$ cat src/sv/kaq_pkg.sv
// Shared constants and a key-select helper for the key autorepeat qualifier.
package kaq_pkg;

  localparam int COUNT_WIDTH_DEF = 16;

  localparam int CFG_IDX_W  = 2;
  localparam int CFG_DATA_W = 16;

  localparam logic [CFG_IDX_W-1:0] REG_PRESS_DELAY    = 2'd0;
  localparam logic [CFG_IDX_W-1:0] REG_HOLD_THRESHOLD = 2'd1;
  localparam logic [CFG_IDX_W-1:0] REG_START_INTERVAL = 2'd2;
  localparam logic [CFG_IDX_W-1:0] REG_MIN_INTERVAL   = 2'd3;

  localparam logic [7:0]  PRESS_DELAY_RST    = 8'd1;
  localparam logic [15:0] HOLD_THRESHOLD_RST = 16'd130;
  localparam logic [7:0]  START_INTERVAL_RST = 8'd20;
  localparam logic [7:0]  MIN_INTERVAL_RST   = 8'd1;

  localparam logic [2:0] KEY_LEFT   = 3'd0;
  localparam logic [2:0] KEY_DOWN   = 3'd1;
  localparam logic [2:0] KEY_RIGHT  = 3'd2;
  localparam logic [2:0] KEY_ESCAPE = 3'd3;
  localparam logic [2:0] KEY_UP     = 3'd4;
  localparam logic [2:0] KEY_ENTER  = 3'd5;
  localparam logic [2:0] KEY_NONE   = 3'd6;

  // Lowest active-low line wins.
  function automatic logic [2:0] pick_key(input logic [5:0] lines);
    logic [2:0] k;
    k = KEY_NONE;
    if (!lines[5]) k = KEY_ENTER;
    if (!lines[4]) k = KEY_UP;
    if (!lines[3]) k = KEY_ESCAPE;
    if (!lines[2]) k = KEY_RIGHT;
    if (!lines[1]) k = KEY_DOWN;
    if (!lines[0]) k = KEY_LEFT;
    return k;
  endfunction

endpackage

$ cat src/sv/key_autorepeat_qualifier.sv
// Typematic key qualifier with accelerating autorepeat and bit-serial modulo.
//
// One input beat per scan tick carries the six active-low key lines; one
// output beat per tick carries event_valid and the selected key code.
// Both channels use valid/stall; a beat moves when valid is high and stall low.
// Config registers (press delay, hold threshold, start and minimum interval)
// are written through cfg_wr_en/cfg_index/cfg_wdata. The user must write them
// only while the block is idle; the block itself does not enforce this.
//
// Ticks that need no repeat check load the output register at the accepting
// edge. Once the hold count is past both the threshold and the press delay,
// the count is reduced modulo the repeat interval by a restoring remainder
// unit that retires one dividend bit per cycle; the beat is then loaded from
// ST_DONE once the output is free, and the input stays stalled until then.
//
// Reset (synchronous, rst_n low) loads the register defaults, clears the
// hold count, sets the released flag and loads the start interval.
// A stalled output beat holds; the input then stays stalled until the
// pending beat is taken.
module key_autorepeat_qualifier #(
  parameter int COUNT_WIDTH = kaq_pkg::COUNT_WIDTH_DEF
) (
  input  logic                           clk,
  input  logic                           rst_n,
  input  logic                           in_valid,
  output logic                           in_stall,
  input  logic [5:0]                     in_key_lines,
  output logic                           out_valid,
  input  logic                           out_stall,
  output logic                           out_event_valid,
  output logic [2:0]                     out_key_code,
  input  logic                           cfg_wr_en,
  input  logic [kaq_pkg::CFG_IDX_W-1:0]  cfg_index,
  input  logic [kaq_pkg::CFG_DATA_W-1:0] cfg_wdata
);

  localparam int CMP_W = (COUNT_WIDTH > 16) ? COUNT_WIDTH : 16;
  localparam int CNT_W = $clog2(COUNT_WIDTH);

  localparam logic [1:0] ST_IDLE = 2'd0;
  localparam logic [1:0] ST_DIV  = 2'd1;
  localparam logic [1:0] ST_DONE = 2'd2;

  logic [1:0]             state_r, state_nxt;
  logic [7:0]             press_delay_r;
  logic [15:0]            hold_thr_r;
  logic [7:0]             start_iv_r;
  logic [7:0]             min_iv_r;
  logic [COUNT_WIDTH-1:0] hold_r, hold_nxt;
  logic                   released_r, released_nxt;
  logic [7:0]             interval_r, interval_nxt;
  logic                   out_valid_r, out_valid_nxt;
  logic                   out_event_r, out_event_nxt;
  logic [2:0]             out_key_r, out_key_nxt;
  logic [2:0]             key_r, key_nxt;
  logic [COUNT_WIDTH-1:0] dvd_r, dvd_nxt;
  logic [7:0]             rem_r, rem_nxt;
  logic [CNT_W-1:0]       bit_cnt_r, bit_cnt_nxt;
  logic                   fire_r, fire_nxt;

  logic                   in_acc;
  logic                   out_free;
  logic [2:0]             key_in;
  logic [COUNT_WIDTH-1:0] hold_inc;
  logic                   over_thr;
  logic                   over_delay;
  logic [7:0]             divisor;
  logic [8:0]             trial;
  logic                   trial_ge;
  logic [7:0]             iv_dec;
  logic [7:0]             iv_short;

  assign out_free = !out_valid_r || !out_stall;
  assign in_stall = (state_r != ST_IDLE) || !out_free;
  assign in_acc   = in_valid && !in_stall;

  assign out_valid       = out_valid_r;
  assign out_event_valid = out_event_r;
  assign out_key_code    = out_key_r;

  assign key_in     = kaq_pkg::pick_key(in_key_lines);
  assign hold_inc   = (&hold_r) ? hold_r : hold_r + COUNT_WIDTH'(1);
  assign over_thr   = CMP_W'(hold_inc) > CMP_W'(hold_thr_r);
  assign over_delay = CMP_W'(hold_inc) > CMP_W'(press_delay_r);

  // Zero interval divides like one.
  assign divisor  = (interval_r == 8'd0) ? 8'd1 : interval_r;
  assign trial    = {rem_r, dvd_r[COUNT_WIDTH-1]};
  assign trial_ge = trial >= {1'b0, divisor};

  assign iv_dec   = interval_r - 8'd1;
  assign iv_short = (interval_r == 8'd0 || iv_dec < min_iv_r) ? min_iv_r : iv_dec;

  always_comb begin
    state_nxt     = state_r;
    hold_nxt      = hold_r;
    released_nxt  = released_r;
    interval_nxt  = interval_r;
    out_valid_nxt = out_valid_r && out_stall;
    out_event_nxt = out_event_r;
    out_key_nxt   = out_key_r;
    key_nxt       = key_r;
    dvd_nxt       = dvd_r;
    rem_nxt       = rem_r;
    bit_cnt_nxt   = bit_cnt_r;
    fire_nxt      = fire_r;

    unique case (state_r)
      ST_IDLE: begin
        if (in_acc) begin
          key_nxt  = key_in;
          hold_nxt = hold_inc;
          if (over_thr) released_nxt = 1'b1;
          priority if (key_in == kaq_pkg::KEY_NONE) begin
            hold_nxt      = '0;
            released_nxt  = 1'b1;
            interval_nxt  = start_iv_r;
            out_valid_nxt = 1'b1;
            out_event_nxt = 1'b0;
            out_key_nxt   = key_in;
          end else if ((released_r || over_thr) && over_delay && over_thr) begin
            // repeat region: need hold count modulo interval
            dvd_nxt     = hold_inc;
            rem_nxt     = '0;
            bit_cnt_nxt = CNT_W'(COUNT_WIDTH - 1);
            state_nxt   = ST_DIV;
          end else if (released_r && over_delay) begin
            released_nxt  = 1'b0;
            out_valid_nxt = 1'b1;
            out_event_nxt = 1'b1;
            out_key_nxt   = key_in;
          end else begin
            out_valid_nxt = 1'b1;
            out_event_nxt = 1'b0;
            out_key_nxt   = key_in;
          end
        end
      end
      ST_DIV: begin
        // remainder stays below the divisor, so it fits in 8 bits
        rem_nxt     = trial_ge ? 8'(trial - {1'b0, divisor}) : trial[7:0];
        dvd_nxt     = {dvd_r[COUNT_WIDTH-2:0], 1'b0};
        bit_cnt_nxt = bit_cnt_r - CNT_W'(1);
        if (bit_cnt_r == '0) begin
          fire_nxt  = (rem_nxt == 8'd0);
          state_nxt = ST_DONE;
        end
      end
      ST_DONE: begin
        if (out_free) begin
          if (fire_r) begin
            interval_nxt = iv_short;
            released_nxt = 1'b0;
          end
          out_valid_nxt = 1'b1;
          out_event_nxt = fire_r;
          out_key_nxt   = key_r;
          state_nxt     = ST_IDLE;
        end
      end
      default: state_nxt = ST_IDLE;
    endcase
  end

  always_ff @(posedge clk) begin
    if (!rst_n) begin
      state_r       <= ST_IDLE;
      press_delay_r <= kaq_pkg::PRESS_DELAY_RST;
      hold_thr_r    <= kaq_pkg::HOLD_THRESHOLD_RST;
      start_iv_r    <= kaq_pkg::START_INTERVAL_RST;
      min_iv_r      <= kaq_pkg::MIN_INTERVAL_RST;
      hold_r        <= '0;
      released_r    <= 1'b1;
      interval_r    <= kaq_pkg::START_INTERVAL_RST;
      out_valid_r   <= 1'b0;
    end else begin
      state_r     <= state_nxt;
      hold_r      <= hold_nxt;
      released_r  <= released_nxt;
      interval_r  <= interval_nxt;
      out_valid_r <= out_valid_nxt;
      if (cfg_wr_en) begin
        unique case (cfg_index)
          kaq_pkg::REG_PRESS_DELAY:    press_delay_r <= cfg_wdata[7:0];
          kaq_pkg::REG_HOLD_THRESHOLD: hold_thr_r    <= cfg_wdata[15:0];
          kaq_pkg::REG_START_INTERVAL: start_iv_r    <= cfg_wdata[7:0];
          kaq_pkg::REG_MIN_INTERVAL:   min_iv_r      <= cfg_wdata[7:0];
          default: ;
        endcase
      end
    end
  end

  always_ff @(posedge clk) begin
    out_event_r <= out_event_nxt;
    out_key_r   <= out_key_nxt;
    key_r       <= key_nxt;
    dvd_r       <= dvd_nxt;
    rem_r       <= rem_nxt;
    bit_cnt_r   <= bit_cnt_nxt;
    fire_r      <= fire_nxt;
  end

endmodule

$ cat config.mk
export PLATFORM = sky130hd
export DESIGN_NAME = key_autorepeat_qualifier
export DESIGN_NICKNAME = d
export VERILOG_FILES = /design/src/sv/kaq_pkg.sv /design/src/sv/key_autorepeat_qualifier.sv
export SDC_FILE = /design/constraint.sdc
export NUM_CORES = 1
export LEC_CHECK = 0
export BUFFER_PORTS_ARGS = -buffer_cell sky130_fd_sc_hd__buf_2
export CAP_MARGIN = 20
export CORE_AREA = 2 2 148 150
export DETAILED_ROUTE_END_ITERATION = 8
export DIE_AREA = 0 0 150 152
export GPL_TIMING_DRIVEN = 0
export PLACE_DENSITY_LB_ADDON = 0.15
export SYNTH_ARGS = -nofsm -noshare
export SYNTH_HDL_FRONTEND = slang
export SYNTH_SLANG_ARGS = --single-unit
$ cat constraint.sdc
create_clock -name clk -period 16 [get_ports clk]
set_input_delay 1.6 -clock clk [delete_from_list [all_inputs] [get_ports clk]]
set_output_delay 1.6 -clock clk [all_outputs]
set_load 0.02 [all_outputs]
[Word-level counts from Yosys, hierarchy flattened]
Index checks and enable logic that the tools add are counted.
Storage, ports and cells
  input port bits: 29
  word-level logic and storage cells: 129
  flip-flop bits (word level): 104
  output and inout bits: 6
Operators by class
  eq/ne operators: 14
  $add $sub $neg: 4
  reduce and logical (&&, ||, !) cells: 33
  multiplexer cells: 58
  $lt $le $gt $ge: 4
Operators with widths (count)
  16-bit 2-to-1 mux: 5
  8-bit 2-to-1 mux: 10
  16-bit case mux with 2 select lines: 1
  8-bit case mux with 2 select lines: 2
  3-bit 2-to-1 mux: 9
  16-bit by 1-bit adder with 16-bit output, second input constant: 1
  16-bit > comparator: 1
  16-bit by 8-bit > comparator with 1-bit output: 1
  8-bit logical NOT: 2
  1-bit 2-to-1 mux: 16
  16-bit AND reduction: 1
  2-bit inequality test, second input constant: 7
  2-bit 2-to-1 mux: 6
  4-bit 2-to-1 mux: 3
  2-bit AND reduction: 6
  4-bit AND reduction: 3
  5-bit AND reduction: 2
  9-bit by 8-bit >= comparator with 1-bit output: 1
  8-bit less-than comparator: 1
  4-bit case mux with 2 select lines: 1
  8-bit by 1-bit subtractor with 8-bit output, second input constant: 1
  8-bit subtractor: 1
  2-bit == test, second input constant: 3
  1-bit case mux with 2 select lines: 3
  other kinds (12): 26

[Logic depth before layout (Yosys ltp)]
Gate-level depths: netlist of the first run.
  depth after elaboration: 10
  depth in mapped cells: 16
  mapped depth without buffers: 15

[Worst setup path after synthesis of the first run]
No wires, ideal clock.
  kind: register -> register
  start point: reg hold_r[1]
  end point: reg bit_cnt_r[0] (enable)
  buffers on the path: 1
  library setup time: 0.456 ns
  data required time: 15.544 ns
  arrival: 4.943 ns
  period minus slack after synthesis: 5.399 ns
  setup slack: 10.601 ns
  stages on the path, launching flop included: 15
  cells stage by stage: dfxtp_1 ha_1 and4_1 buf_4 and3_1 nand2_1 nand4_1 xor2_1 inv_1 ha_1 nand4_1 or4_4 nor2_1 a21oi_4 o31ai_1
On the way
  word-level cells in the longest chain between the ends: 8
  elaborated cells on any way between the ends: 10
  classes of those cells: add/sub (1); order compare (2); eq/ne (1); mux (1); reduce/logical (5)
RTL lines
  start: declaration: RTL line key_autorepeat_qualifier.sv:49  | logic [COUNT_WIDTH-1:0] hold_r, hold_nxt;
  start signal: assignment: RTL line key_autorepeat_qualifier.sv:178  | hold_r <= hold_nxt;
  16-bit by 1-bit adder with 16-bit output or 16-bit AND reduction (tied branches): RTL line key_autorepeat_qualifier.sv:82  | assign hold_inc = (&hold_r) ? hold_r : hold_r + COUNT_WIDTH'(1);
  16-bit 2-to-1 mux *: RTL line key_autorepeat_qualifier.sv:82
  16-bit > comparator: RTL line key_autorepeat_qualifier.sv:83  | assign over_thr = CMP_W'(hold_inc) > CMP_W'(hold_thr_r);
  1-bit logical OR: RTL line key_autorepeat_qualifier.sv:121  | end else if ((released_r || over_thr) && over_delay && over_thr) begin
  1-bit logical AND: RTL line key_autorepeat_qualifier.sv:121
  1-bit logical AND *: RTL line key_autorepeat_qualifier.sv:121
  2-bit inequality test (no line) *
  4-bit AND reduction (no line) *
  end signal: assignment: RTL line key_autorepeat_qualifier.sv:200  | bit_cnt_r <= bit_cnt_nxt;
  end: declaration: RTL line key_autorepeat_qualifier.sv:58  | logic [CNT_W-1:0] bit_cnt_r, bit_cnt_nxt;
Mark *: on every way between the ends. The rest lies on a longest branch, timed or not.
A chain may end at the register's enable or synchronous reset.

[Worst setup path after layout of the first run]
  start point: reg hold_r[1]
  end point: reg dvd_r[2] (enable)
On the way
  word-level cells in the longest chain between the ends: 8
  elaborated cells on any way between the ends: 10
  classes of those cells: add/sub (1); order compare (2); eq/ne (1); mux (1); reduce/logical (5)
RTL lines
  16-bit by 1-bit adder with 16-bit output or 16-bit AND reduction (tied branches): RTL line key_autorepeat_qualifier.sv:82
  16-bit 2-to-1 mux *: RTL line key_autorepeat_qualifier.sv:82
  16-bit > comparator: RTL line key_autorepeat_qualifier.sv:83
  1-bit logical OR: RTL line key_autorepeat_qualifier.sv:121
  1-bit logical AND: RTL line key_autorepeat_qualifier.sv:121
  1-bit logical AND *: RTL line key_autorepeat_qualifier.sv:121
  2-bit inequality test (no line) *
  4-bit AND reduction (no line) *
  end signal: assignment: RTL line key_autorepeat_qualifier.sv:198  | dvd_r <= dvd_nxt;
  end: declaration: RTL line key_autorepeat_qualifier.sv:56  | logic [COUNT_WIDTH-1:0] dvd_r, dvd_nxt;
Marks and branches as above.

==> metrics.md, run 1 <==
| Metric | Value |
|---|---|
| Levels on crit path | `15` |
| Critical path buffer and inverter count | `3` |
| Final Max Slew Viols | `0` |
| Initial antenna violation count | `0` |
| Largest net degree at the start of global routing | `19` |
| Tmin final | `4550 ps` |
| Post-synth top area share | `21.8%` |
| Crit path capture type | `flop` |
| Status | `finished, final reports clean` |
| Post-synth EDFFs | `36` |
| RSZ-0062 raised after global routing | `false` |
| R2r setup slk | `11450 ps` |
| H-Tree Depth | `3` |
| Die Area | `22800 sq um` |
| Worst Setup EP | `dvd_r[2]` |
| Final clock skew | `8.38 ps` |
| WL/cell | `15.6 um` |
| Resize count post-CTS | `0` |
| Max frequency | `0.220 GHz` |
| Setup violators final | `0` |
| Worst reg2reg path depth | `15` |
| Initial cell density of the core | `29.2%` |
| Syn Area/Cell | `8.48 sq um` |
| Top cell family by delay on the critical path | `simple AND/OR/NAND/NOR gates` |
| DRC Markers | `0` |
| Final setup TNS | `0 ps` |
| Crit path required time | `16060 ps` |
| Antenna Cells | `0` |
| Synth-to-Final Area Change | `13.8%` |
| Post-CTS Setup Repair Bufs | `0` |
| FF-to-FF Start | `hold_r[1]` |
| Peak supply drop | `51.3 uV` |
| Period utilisation layout | `28.4%` |
| Total GRT Usage | `15.2%` |
| First-pass GRT wire length | `27.0 mm` |
| Sinks on Clock Net | `104` |
| Cell area after synthesis | `6240 sq um` |
| Synth cell types | `68` |
| Kind of critical path | `flop to flop` |
| Vias in the first global route | `4935` |
| Design Area, Final | `7100 sq um` |
| CTS tree | `built` |
| Area of placed instances | `6780 sq um` |
| DRT iter0 DRCs | `306` |
| Commonest cells post-synth | `nand2_1, dfxtp_1, nor2_1` |
| Clock Latency Late Sink | `360 ps` |
| Via Count | `4998` |
| Drt pass-1 iters | `4` |
| Routed vias/inst | `4.69` |
| Area leader, netlist | `dfxtp_1` |
| Antenna Nets Post-Route | `0` |
| Share of cells above drive strength 1 | `10.6%` |
| Power Density | `80.2 nW/um^2` |
| Die Span Y | `152 um` |
| Hold buffer count at CTS | `0` |
| # IOs | `35` |
| Total power | `0.000569 W` |
| CTS Root Cell | `clkbuf_16` |
| Crit path DAT | `4620 ps` |
| Most common cell in the netlist | `nand2_1` |
| Global route total overflow | `0` |
| CORE AREA | `21400 sq um` |
| Max_slew headroom | `39.7%` |
| Inserted Clock Buffers | `9` |
| Final hold violation count | `0` |
| FF-to-FF End | `dvd_r[2]` |
| Total of warnings raised by yosys | `0` |
| Clock-pin slew on the worst setup and hold paths | `70 ps` |
| Syn Nets | `806` |
| Max FO, Critical Path | `15` |
| I/O Buffers | `33` |
| DP Wirelength | `12.9 mm` |
| Post-Synthesis Cells | `735` |
| Dominant cells by area after synthesis | `dfxtp_1, edfxtp_1, ha_1` |
| Type of origin of the critical path | `flop` |
| Largest stage delay on the critical path | `750 ps` |
| Max-cap violations | `0` |
| Post-synthesis register bit count | `104` |
| Async SR Flop Fraction | `0%` |
| Worst min-delay path category | `flop to flop` |
| Die width | `150 um` |
| Total Wirelength | `16.7 mm` |
| Ys flop type | `dfxtp_1` |
| Lkg Pwr | `2.72 nW` |
| Actual slew at the worst max-slew pin | `901 ps` |
| Hold_sp | `hold_thr_r[10]` |
| RePlAce Congestion | `0.818` |
| Worst Setup SP | `hold_r[1]` |
| CP cell instances | `ha_1, and4_1, buf_4, and3_1, nand2_1, nand4_1, xor2_1, inv_1, ha_1, nand4_1, or4_4, nor2_1, a21oi_4, o31ai_4, buf_8` |
| CP max-delay cell | `o31ai_4` |
| Worst-case clock buffer depth | `2` |
| Row count | `54` |
| Register area share after synthesis | `39.2%` |
| NumNets Final | `851` |
worst reg2reg max path: stages, from the launching register on:
cell	delay [ps]
dfxtp_1	400
ha_1	260
and4_1	210
buf_4	160
and3_1	210
nand2_1	160
nand4_1	150
xor2_1	320
inv_1	130
ha_1	330
nand4_1	100
or4_4	500
nor2_1	200
a21oi_4	140
o31ai_4	750
buf_8	260
flip-flops by register name, summed over array words and instances, names as in the netlist:
register / flops
rem_r: 8
hold_r: 16
interval_r: 8
min_iv_r: 8
key_r: 3
fire_r: 1
out_valid: 1
released_r: 1
out_key_code: 3
dvd_r: 16
state_r: 2
press_delay_r: 8
hold_thr_r: 16
bit_cnt_r: 4
out_event_valid: 1
start_iv_r: 8
cells by family after synthesis:
kind of cell	Yosys count	synth area share, %
and+or+nand+nor	304	23.4
adders and majority gates	42	8.55
buffers and inverters	88	5.52
DFF	104	39.2
muxes	12	2.03
xor gates and xnor gates	29	4.41
AOI/OAI and AO/OA	156	16.9
where the power goes:
group	leakage, nW	switching, W	internal [W]
clock	0.157	0.000110	0.000127
sequential	0.882	0.00000325	0.000278
combinational	1.68	0.0000319	0.0000184
total	2.72	0.000146	0.000424
cell type report:
type                            instances  area (sq um)
Buffer                                 33           138
Tap cell                              280           350
Timing Repair Buffer                   34           180
Sequential cell                       104          2440
Clock buffer                           11           275
Multi-Input combinational cell        543          3460
Inverter                               55           206
Fill cell                            2326         14300
Clock inverter                          5          43.8
per-layer routing:
| layer | vias up | global-route usage (%) | wire length, um |
|---|---|---|---|
| met4 | 0 | 4.58 | 210 |
| met5 | - | 0 | 0 |
| met2 | 56 | 23.0 | 7340 |
| met3 | 11 | 1.86 | 396 |
| li1 | 2650 | - | - |
| met1 | 2281 | 22.5 | 8720 |
worst min-delay path by stage:
stage                                end  slack, ps  cells past startpoint
after floorplan            start_iv_r[2]        440                      2
after global placement       min_iv_r[5]        450                      2
after detailed placement   start_iv_r[4]        460                      2
after CTS                  hold_thr_r[8]        470                      2
after global routing       hold_thr_r[8]        490                      2
final                     hold_thr_r[10]        470                      2
per-stage QoR:
| step | setup slack, ps | hold WS (ps) | util (%) | cells |
|---|---|---|---|---|
| 3_5_place_dp | 11410 | 460 | 31.8 | 1049 |
| 6_report | 11450 | 466 | 33.3 | 1065 |
| 3_3_place_gp | 8810 | 453 | 31.6 | 1048 |
| 2_1_floorplan | 10600 | 441 | - | 735 |
| 5_1_grt | 11060 | 486 | 33.3 | 1065 |
| 4_1_cts | 11390 | 470 | 33.3 | 1065 |
placed cells by master, fill, tap and decap left out, types with 10 or more instances in the layout:
cell type | netlist | final
nor2b_1 | 25 | 25
dfxtp_1 | 68 | 68
inv_1 | 55 | 55
nand3_1 | 26 | 26
a31oi_1 | 13 | 13
clkbuf_16 | 0 | 11
buf_2 | 7 | 40
o21ai_0 | 26 | 26
nor3_1 | 10 | 10
clkbuf_1 | 23 | 23
a21boi_0 | 32 | 32
and3_1 | 11 | 11
nand4_1 | 11 | 11
nor2_1 | 67 | 67
edfxtp_1 | 36 | 36
nand2_1 | 120 | 120
a21oi_1 | 34 | 34
xnor2_1 | 20 | 20
ha_1 | 41 | 41
No activity file was read; power rests on OpenSTA's default activity.
==> inputs of run 2 (changes only) <==
--- a/config.mk
+++ b/config.mk
@@ -5,11 +5,12 @@
 export SDC_FILE = /design/constraint.sdc
 export NUM_CORES = 1
 export LEC_CHECK = 0
+export ABC_AREA = 1
 export BUFFER_PORTS_ARGS = -buffer_cell sky130_fd_sc_hd__buf_2
 export CAP_MARGIN = 20
-export CORE_AREA = 2 2 148 150
+export CORE_AREA = 2 2 144 146
 export DETAILED_ROUTE_END_ITERATION = 8
-export DIE_AREA = 0 0 150 152
+export DIE_AREA = 0 0 146 148
 export GPL_TIMING_DRIVEN = 0
 export PLACE_DENSITY_LB_ADDON = 0.15
 export SYNTH_ARGS = -nofsm -noshare
==> constraint.sdc (replaced) <==
create_clock -name clk -period 4.7 [get_ports clk]
set_input_delay 0.47 -clock clk [delete_from_list [all_inputs] [get_ports clk]]
set_output_delay 0.47 -clock clk [all_outputs]
set_load 0.02 [all_outputs]
==> run 2 against run 1 <==
Die area is 5.2% lower. Combinational power increased to 3.6 times the previous value. Synthesized cell count grew 5.7%. Sequential power rose to 3.4 times the previous value. Final cell count up 3.1%. Sequential share of layout area grew 2.1 points. Cell area is 5.8% lower. Global-route usage up 0.48 points. Flip-flop and latch count unchanged. Area after synthesis fell by 5.5%. Critical endpoint is now dvd_r[8]. Largest cell class unchanged.
==> metrics.md, run 2 <==
| Metric | Value |
|---|---|
| Status | `finished, final reports clean` |
| Total Wirelength | `16.2 mm` |
| RSZ-0062 raised after global routing | `false` |
| Die width | `146 um` |
| Post-Layout Cell Count | `1098` |
| Ys flop type | `dfxtp_1` |
| Hold_ws | `392 ps` |
| Lkg Pwr | `2.83 nW` |
| Main combinational cell family by area after synthesis | `simple AND/OR/NAND/NOR gates` |
| Final setup TNS | `0 ps` |
| Type of origin of the critical path | `flop` |
| Worst min-delay path category | `primary input to flop` |
| CP max-delay cell | `nand2_1` |
| Max frequency | `0.241 GHz` |
| Post-synthesis register bit count | `104` |
| Vias in the first global route | `4936` |
| Synthesized-area fraction occupied by adder cells | `9.04%` |
| Synth-to-Final Area Change | `13.5%` |
| Die Area | `21600 sq um` |
| CTS Root Cell | `clkbuf_16` |
| Setup violators final | `0` |
| Compound-cell area share of the yosys netlist | `16.3%` |
| Post-Place Setup Slack | `522 ps` |
| DRC Markers | `0` |
| Max-cap violations | `0` |
| Commonest cells after routing, fill and taps aside | `nand2_1, a21oi_1, inv_1, dfxtp_1, nor2_1` |
| Crit path DAT | `4220 ps` |
| Share of cells above drive strength 1 | `9.54%` |
| Sinks on Clock Net | `104` |
| Cell area after synthesis | `5900 sq um` |
| Syn Nets | `848` |
| Post-Synthesis Cells | `777` |
| Inserted Clock Buffers | `9` |
| Synth cell types | `37` |
| Post-synth EDFFs | `36` |
| Largest stage delay on the critical path | `550 ps` |
| Max FO, Critical Path | `16` |
| Crit path required time | `4770 ps` |
| Global route total overflow | `0` |
| Die Span Y | `148 um` |
| Clock Latency Late Sink | `360 ps` |
| Post-synth top area share | `23.1%` |
| Peak supply drop | `178 uV` |
| Worst-case clock buffer depth | `2` |
| WL/cell | `14.7 um` |
| Actual slew at the worst max-slew pin | `789 ps` |
| Crit path capture type | `flop` |
| Syn Area/Cell | `7.59 sq um` |
| Dominant cells by area after synthesis | `dfxtp_1, edfxtp_1, nand2_1` |
| CP cell instances | `ha_1, nand2_1, nor2_1, nand2_2, nor2_4, nor3_1, a21oi_1, ha_1, nand2_1, nor2_1, inv_1, nor2_1, and3_1, o21ai_1, nand2_1, nand2_1, nand3_2, nand2_1, buf_16` |
| I/O Buffers | `34` |
| Drt pass-1 iters | `4` |
| Post-synthesis simple-gate area fraction | `22.9%` |
| DP Wirelength | `12.5 mm` |
| Initial antenna violation count | `0` |
| Row count | `52` |
| Commonest cells post-synth | `nand2_1, a21oi_1, inv_1` |
| Antenna Nets Post-Route | `0` |
| Async SR Flop Fraction | `0%` |
| Largest net degree at the start of global routing | `17` |
| Post-CTS Setup Repair Bufs | `0` |
| RePlAce Congestion | `0.838` |
| XOR/XNOR share of the synthesized area | `2.67%` |
| Largest regs | `dvd_r: 16 flops, hold_r: 16 flops, hold_thr_r: 16 flops` |
| CORE AREA | `20000 sq um` |
| Setup WS post-layout | `544 ps` |
| NumNets Final | `894` |
| CTS tree | `built` |
| Resize count post-CTS | `0` |
| Area leader, netlist | `dfxtp_1` |
| Hold buffer count at CTS | `0` |
| Final clock skew | `7.84 ps` |
| Routed vias/inst | `4.68` |
| Dpl cells | `1082` |
| Commonest non-fill, non-tap cell in the layout | `nand2_1` |
| Total of warnings raised by yosys | `0` |
| # IOs | `35` |
| Via Count | `5142` |
| H-Tree Depth | `3` |
| Clock-pin slew on the worst setup and hold paths | `70 ps` |
| Final Max Slew Viols | `0` |
| Antenna Cells | `0` |
| Total GRT Usage | `15.7%` |
| Register area share after synthesis | `41.4%` |
| Power Density | `276 nW/um^2` |
| First-pass GRT wire length | `26.4 mm` |
| Kind of critical path | `flop to flop` |
| Fin util | `33.4%` |
| Max_slew headroom | `47.0%` |
| Most used cell, CP | `nand2_1` |
| Mux contribution to synthesized area | `0%` |
| Final hold violation count | `0` |
| DRT iter0 DRCs | `297` |
| Period utilisation layout | `88.4%` |
| Most common cell in the netlist | `nand2_1` |
| Initial cell density of the core | `29.4%` |
| Tmin final | `4160 ps` |
[run 2: worst max-delay path: cells and delay by family (launching register included)]
kind,cells,cell delay (ps)
AO/OA/AOI/OAI,2,560
AND/OR/NAND/NOR,13,1870
adder cells (fa/ha/maj),2,690
flip-flops,1,450
buffers and inverters,2,290
[run 2: area by class of cell]
type,count,area [sq um]
sequential,104,2440
fill,2271,13400
tap,270,338
buffer,22,92.6
timing repair buffer,35,198
multi-input combinational,555,3000
clock buffer,11,233
inverter,96,360
clock inverter,5,25.0
[run 2: cells by family (layout without fill, tap and decap cells)]
logic type | after synthesis | count (layout)
AO/OA/AOI/OAI | 181 | 181
XOR/XNOR | 18 | 18
buffers and inverters | 118 | 169
adder cells (fa/ha/maj) | 42 | 42
AND/OR/NAND/NOR | 314 | 314
flip-flops | 104 | 104
[run 2: path summary, 6_finish.rpt]
| path | from | to | slack [ps] | cells past startpoint |
|---|---|---|---|---|
| max | hold_r[0] | dvd_r[8] | 540 | 19 |
| min | cfg_wdata[15] | hold_thr_r[15] | 390 | 3 |
| max reg2reg | hold_r[0] | dvd_r[8] | 540 | 19 |
| min reg2reg | press_delay_r[5] | press_delay_r[5] | 460 | 2 |
[run 2: power by group]
| part | switching (W) | internal, W |
|---|---|---|
| clock network | 0.000343 | 0.000355 |
| registers | 0.0000111 | 0.000953 |
| logic | 0.000123 | 0.0000591 |
[run 2: stage by stage]
| step | total power [W] | cell area, sq um |
|---|---|---|
| 3_3_place_gp | 0.00117 | 6400 |
| 4_1_cts | 0.00187 | 6690 |
| 6_report | 0.00184 | 6690 |
| 5_1_grt | 0.00193 | 6690 |
| 3_5_place_dp | 0.00117 | 6430 |
| 2_1_floorplan | 0.00110 | 5900 |
[run 2: layer usage]
layer	vias up	GRT usage, %	wire, um
met5	-	0	0
met4	0	4.61	150
met3	10	2.47	420
met2	77	24.9	7140
met1	2371	22.1	8470
li1	2684	-	-
==> inputs of run 3 (changes only) <==
--- a/config.mk
+++ b/config.mk
@@ -9,6 +9,7 @@
 export BUFFER_PORTS_ARGS = -buffer_cell sky130_fd_sc_hd__buf_2
 export CAP_MARGIN = 20
 export CORE_AREA = 2 2 144 146
+export CTS_BUF_LIST = sky130_fd_sc_hd__clkbuf_2
 export DETAILED_ROUTE_END_ITERATION = 8
 export DIE_AREA = 0 0 146 148
 export GPL_TIMING_DRIVEN = 0
==> run 3 against run 2 <==
Wire length down 0.22%. Hold slack worse by 290 ps. Non-clock buffer count unchanged. Critical endpoint is now dvd_r[1]. Clock power down 46%. Register-to-register slack worse by 20 ps. Combinational power about the same. Critical path type unchanged. Final cell count about the same. Count of clock-buffer cells in the layout unchanged.
==> metrics.md, run 3 (synthesis gave the netlist of run 2 again) <==
| Metric | Value |
|---|---|
| Total Wirelength | `16.2 mm` |
| Drt pass-1 iters | `4` |
| Actual slew at the worst max-slew pin | `789 ps` |
| Largest regs | `dvd_r: 16 flops, hold_r: 16 flops, hold_thr_r: 16 flops` |
| RSZ-0062 raised after global routing | `false` |
| Sinks on Clock Net | `104` |
| Row count | `52` |
| First-pass GRT wire length | `26.4 mm` |
| Commonest cells after routing, fill and taps aside | `nand2_1, a21oi_1, inv_1, dfxtp_1, nor2_1` |
| Tmin final | `4170 ps` |
| Die Area | `21600 sq um` |
| CORE AREA | `20000 sq um` |
| Fillers | `2291` |
| H-Tree Depth | `3` |
| Die Span Y | `148 um` |
| Routed vias/inst | `4.65` |
| Max_slew headroom | `47.0%` |
| Commonest non-fill, non-tap cell in the layout | `nand2_1` |
| WL/cell | `14.7 um` |
| CTS Root Cell | `clkbuf_2` |
| Post-CTS Setup Repair Bufs | `0` |
| Type of origin of the critical path | `flop` |
| Setup violators final | `0` |
| Peak supply drop | `135 uV` |
| Max-cap violations | `0` |
| Clock Latency Late Sink | `620 ps` |
| CP max-delay cell | `nand2_1` |
| Crit path capture type | `flop` |
| DP Wirelength | `12.5 mm` |
| Share of cells above drive strength 1 | `9.78%` |
| R2r setup slk | `530 ps` |
| I/O Buffers | `34` |
| Kind of critical path | `flop to flop` |
| Crit path required time | `5070 ps` |
| Final hold violation count | `0` |
| Worst reg2reg path depth | `21` |
| Power Density | `235 nW/um^2` |
| Status | `finished, final reports clean` |
| Resize count post-CTS | `0` |
| Worst Setup SP | `hold_r[0]` |
| CP cell instances | `ha_1, nand2_1, nor2_1, nand2_2, nor2_4, inv_2, buf_6, buf_2, nand2_1, ha_1, nand2_1, nor2_1, inv_1, nor2_1, and3_1, o21ai_1, nand2_1, nand2_1, nand3_2, nand2_1, buf_16` |
| Via Count | `5108` |
| Final setup TNS | `0 ps` |
| DRT iter0 DRCs | `304` |
| CTS tree | `built` |
| Largest stage delay on the critical path | `550 ps` |
| Largest net degree at the start of global routing | `17` |
| Lkg Pwr | `2.76 nW` |
| Max frequency | `0.240 GHz` |
| Antenna Nets Post-Route | `0` |
| Period utilisation layout | `88.8%` |
| Most used cell, CP | `nand2_1` |
| Worst-case clock buffer depth | `2` |
| Worst Setup EP | `dvd_r[1]` |
| FF-to-FF Start | `hold_r[0]` |
| Vias in the first global route | `4922` |
| Fin util | `32.5%` |
| Die width | `146 um` |
| FF-to-FF End | `dvd_r[1]` |
| Hold buffer count at CTS | `0` |
| Final Max Slew Viols | `0` |
| DRC Markers | `0` |
| Synth-to-Final Area Change | `10.5%` |
| NumNets Final | `894` |
| Inserted Clock Buffers | `9` |
| Initial antenna violation count | `1` |
| Max FO, Critical Path | `16` |
| RePlAce Congestion | `0.838` |
| Worst min-delay path category | `primary input to flop` |
| Crit path DAT | `4540 ps` |
| Final clock skew | `24.5 ps` |
| Clock-pin slew on the worst setup and hold paths | `280 ps` |
| Initial cell density of the core | `29.4%` |
| # IOs | `35` |
| Global route total overflow | `0` |
| Total GRT Usage | `15.6%` |
==> run 3: area by class of cell <==
class                   count  area (sq um)  share of cell area, %
inverters                  96           360                   5.53
well taps                 270           338                   5.19
clock buffers              11          55.1                  0.845
flip-flops and latches    104          2440                   37.5
plain buffers              22          92.6                   1.42
repair buffers             35           198                   3.03
clock inverters             5          25.0                  0.384
diodes                      1          2.50                 0.0384
multi-input cells         555          3000                   46.1
==> run 3: metrics by stage <==
step	cells	total power (W)	setup slack, ps	hold WS [ps]	area [sq um]
after global placement	1081	0.00117	195	456	6400
after floorplan	777	0.00110	1250	429	5900
final	1099	0.00153	526	107	6510
after global routing	1099	0.00161	77.1	45.2	6510
after detailed placement	1082	0.00117	522	457	6430
after CTS	1098	0.00156	480	36.2	6510
==> run 3: power by group <==
group | total, W | internal (W) | switching, W | leakage [nW]
clock | 0.000379 | 0.0000687 | 0.000310 | 0.0568
combinational | 0.000182 | 0.0000591 | 0.000123 | 1.81
sequential | 0.000967 | 0.000956 | 0.0000111 | 0.892
total | 0.00153 | 0.00108 | 0.000444 | 2.76
==> run 3: metal layers <==
metal	global-route usage (%)	vias to the layer above	routed length, um
met3	3.02	6	512
met5	0	-	0
met4	3.30	0	125
met1	22.0	2348	8370
li1	-	2682	-
met2	25.0	72	7140
==> run 3: worst max-delay path, delay by kind of cell, from the launching register on <==
family | cells | cell delay, ps
AOI/OAI and AO/OA | 1 | 70
adders and majority gates | 2 | 630
buffers and inverters | 5 | 680
DFF | 1 | 510
and+or+nand+nor | 13 | 2030
==> run 3: how the worst min path moves through the flow <==
stage | to | depth (start not counted) | start
2_1_floorplan | start_iv_r[2] | 2 | start_iv_r[2]
3_3_place_gp | hold_thr_r[13] | 2 | hold_thr_r[13]
3_5_place_dp | hold_thr_r[13] | 2 | hold_thr_r[13]
4_1_cts | hold_thr_r[10] | 3 | cfg_wdata[10]
5_1_grt | hold_thr_r[13] | 3 | cfg_wdata[13]
6_report | hold_thr_r[15] | 3 | cfg_wdata[15]
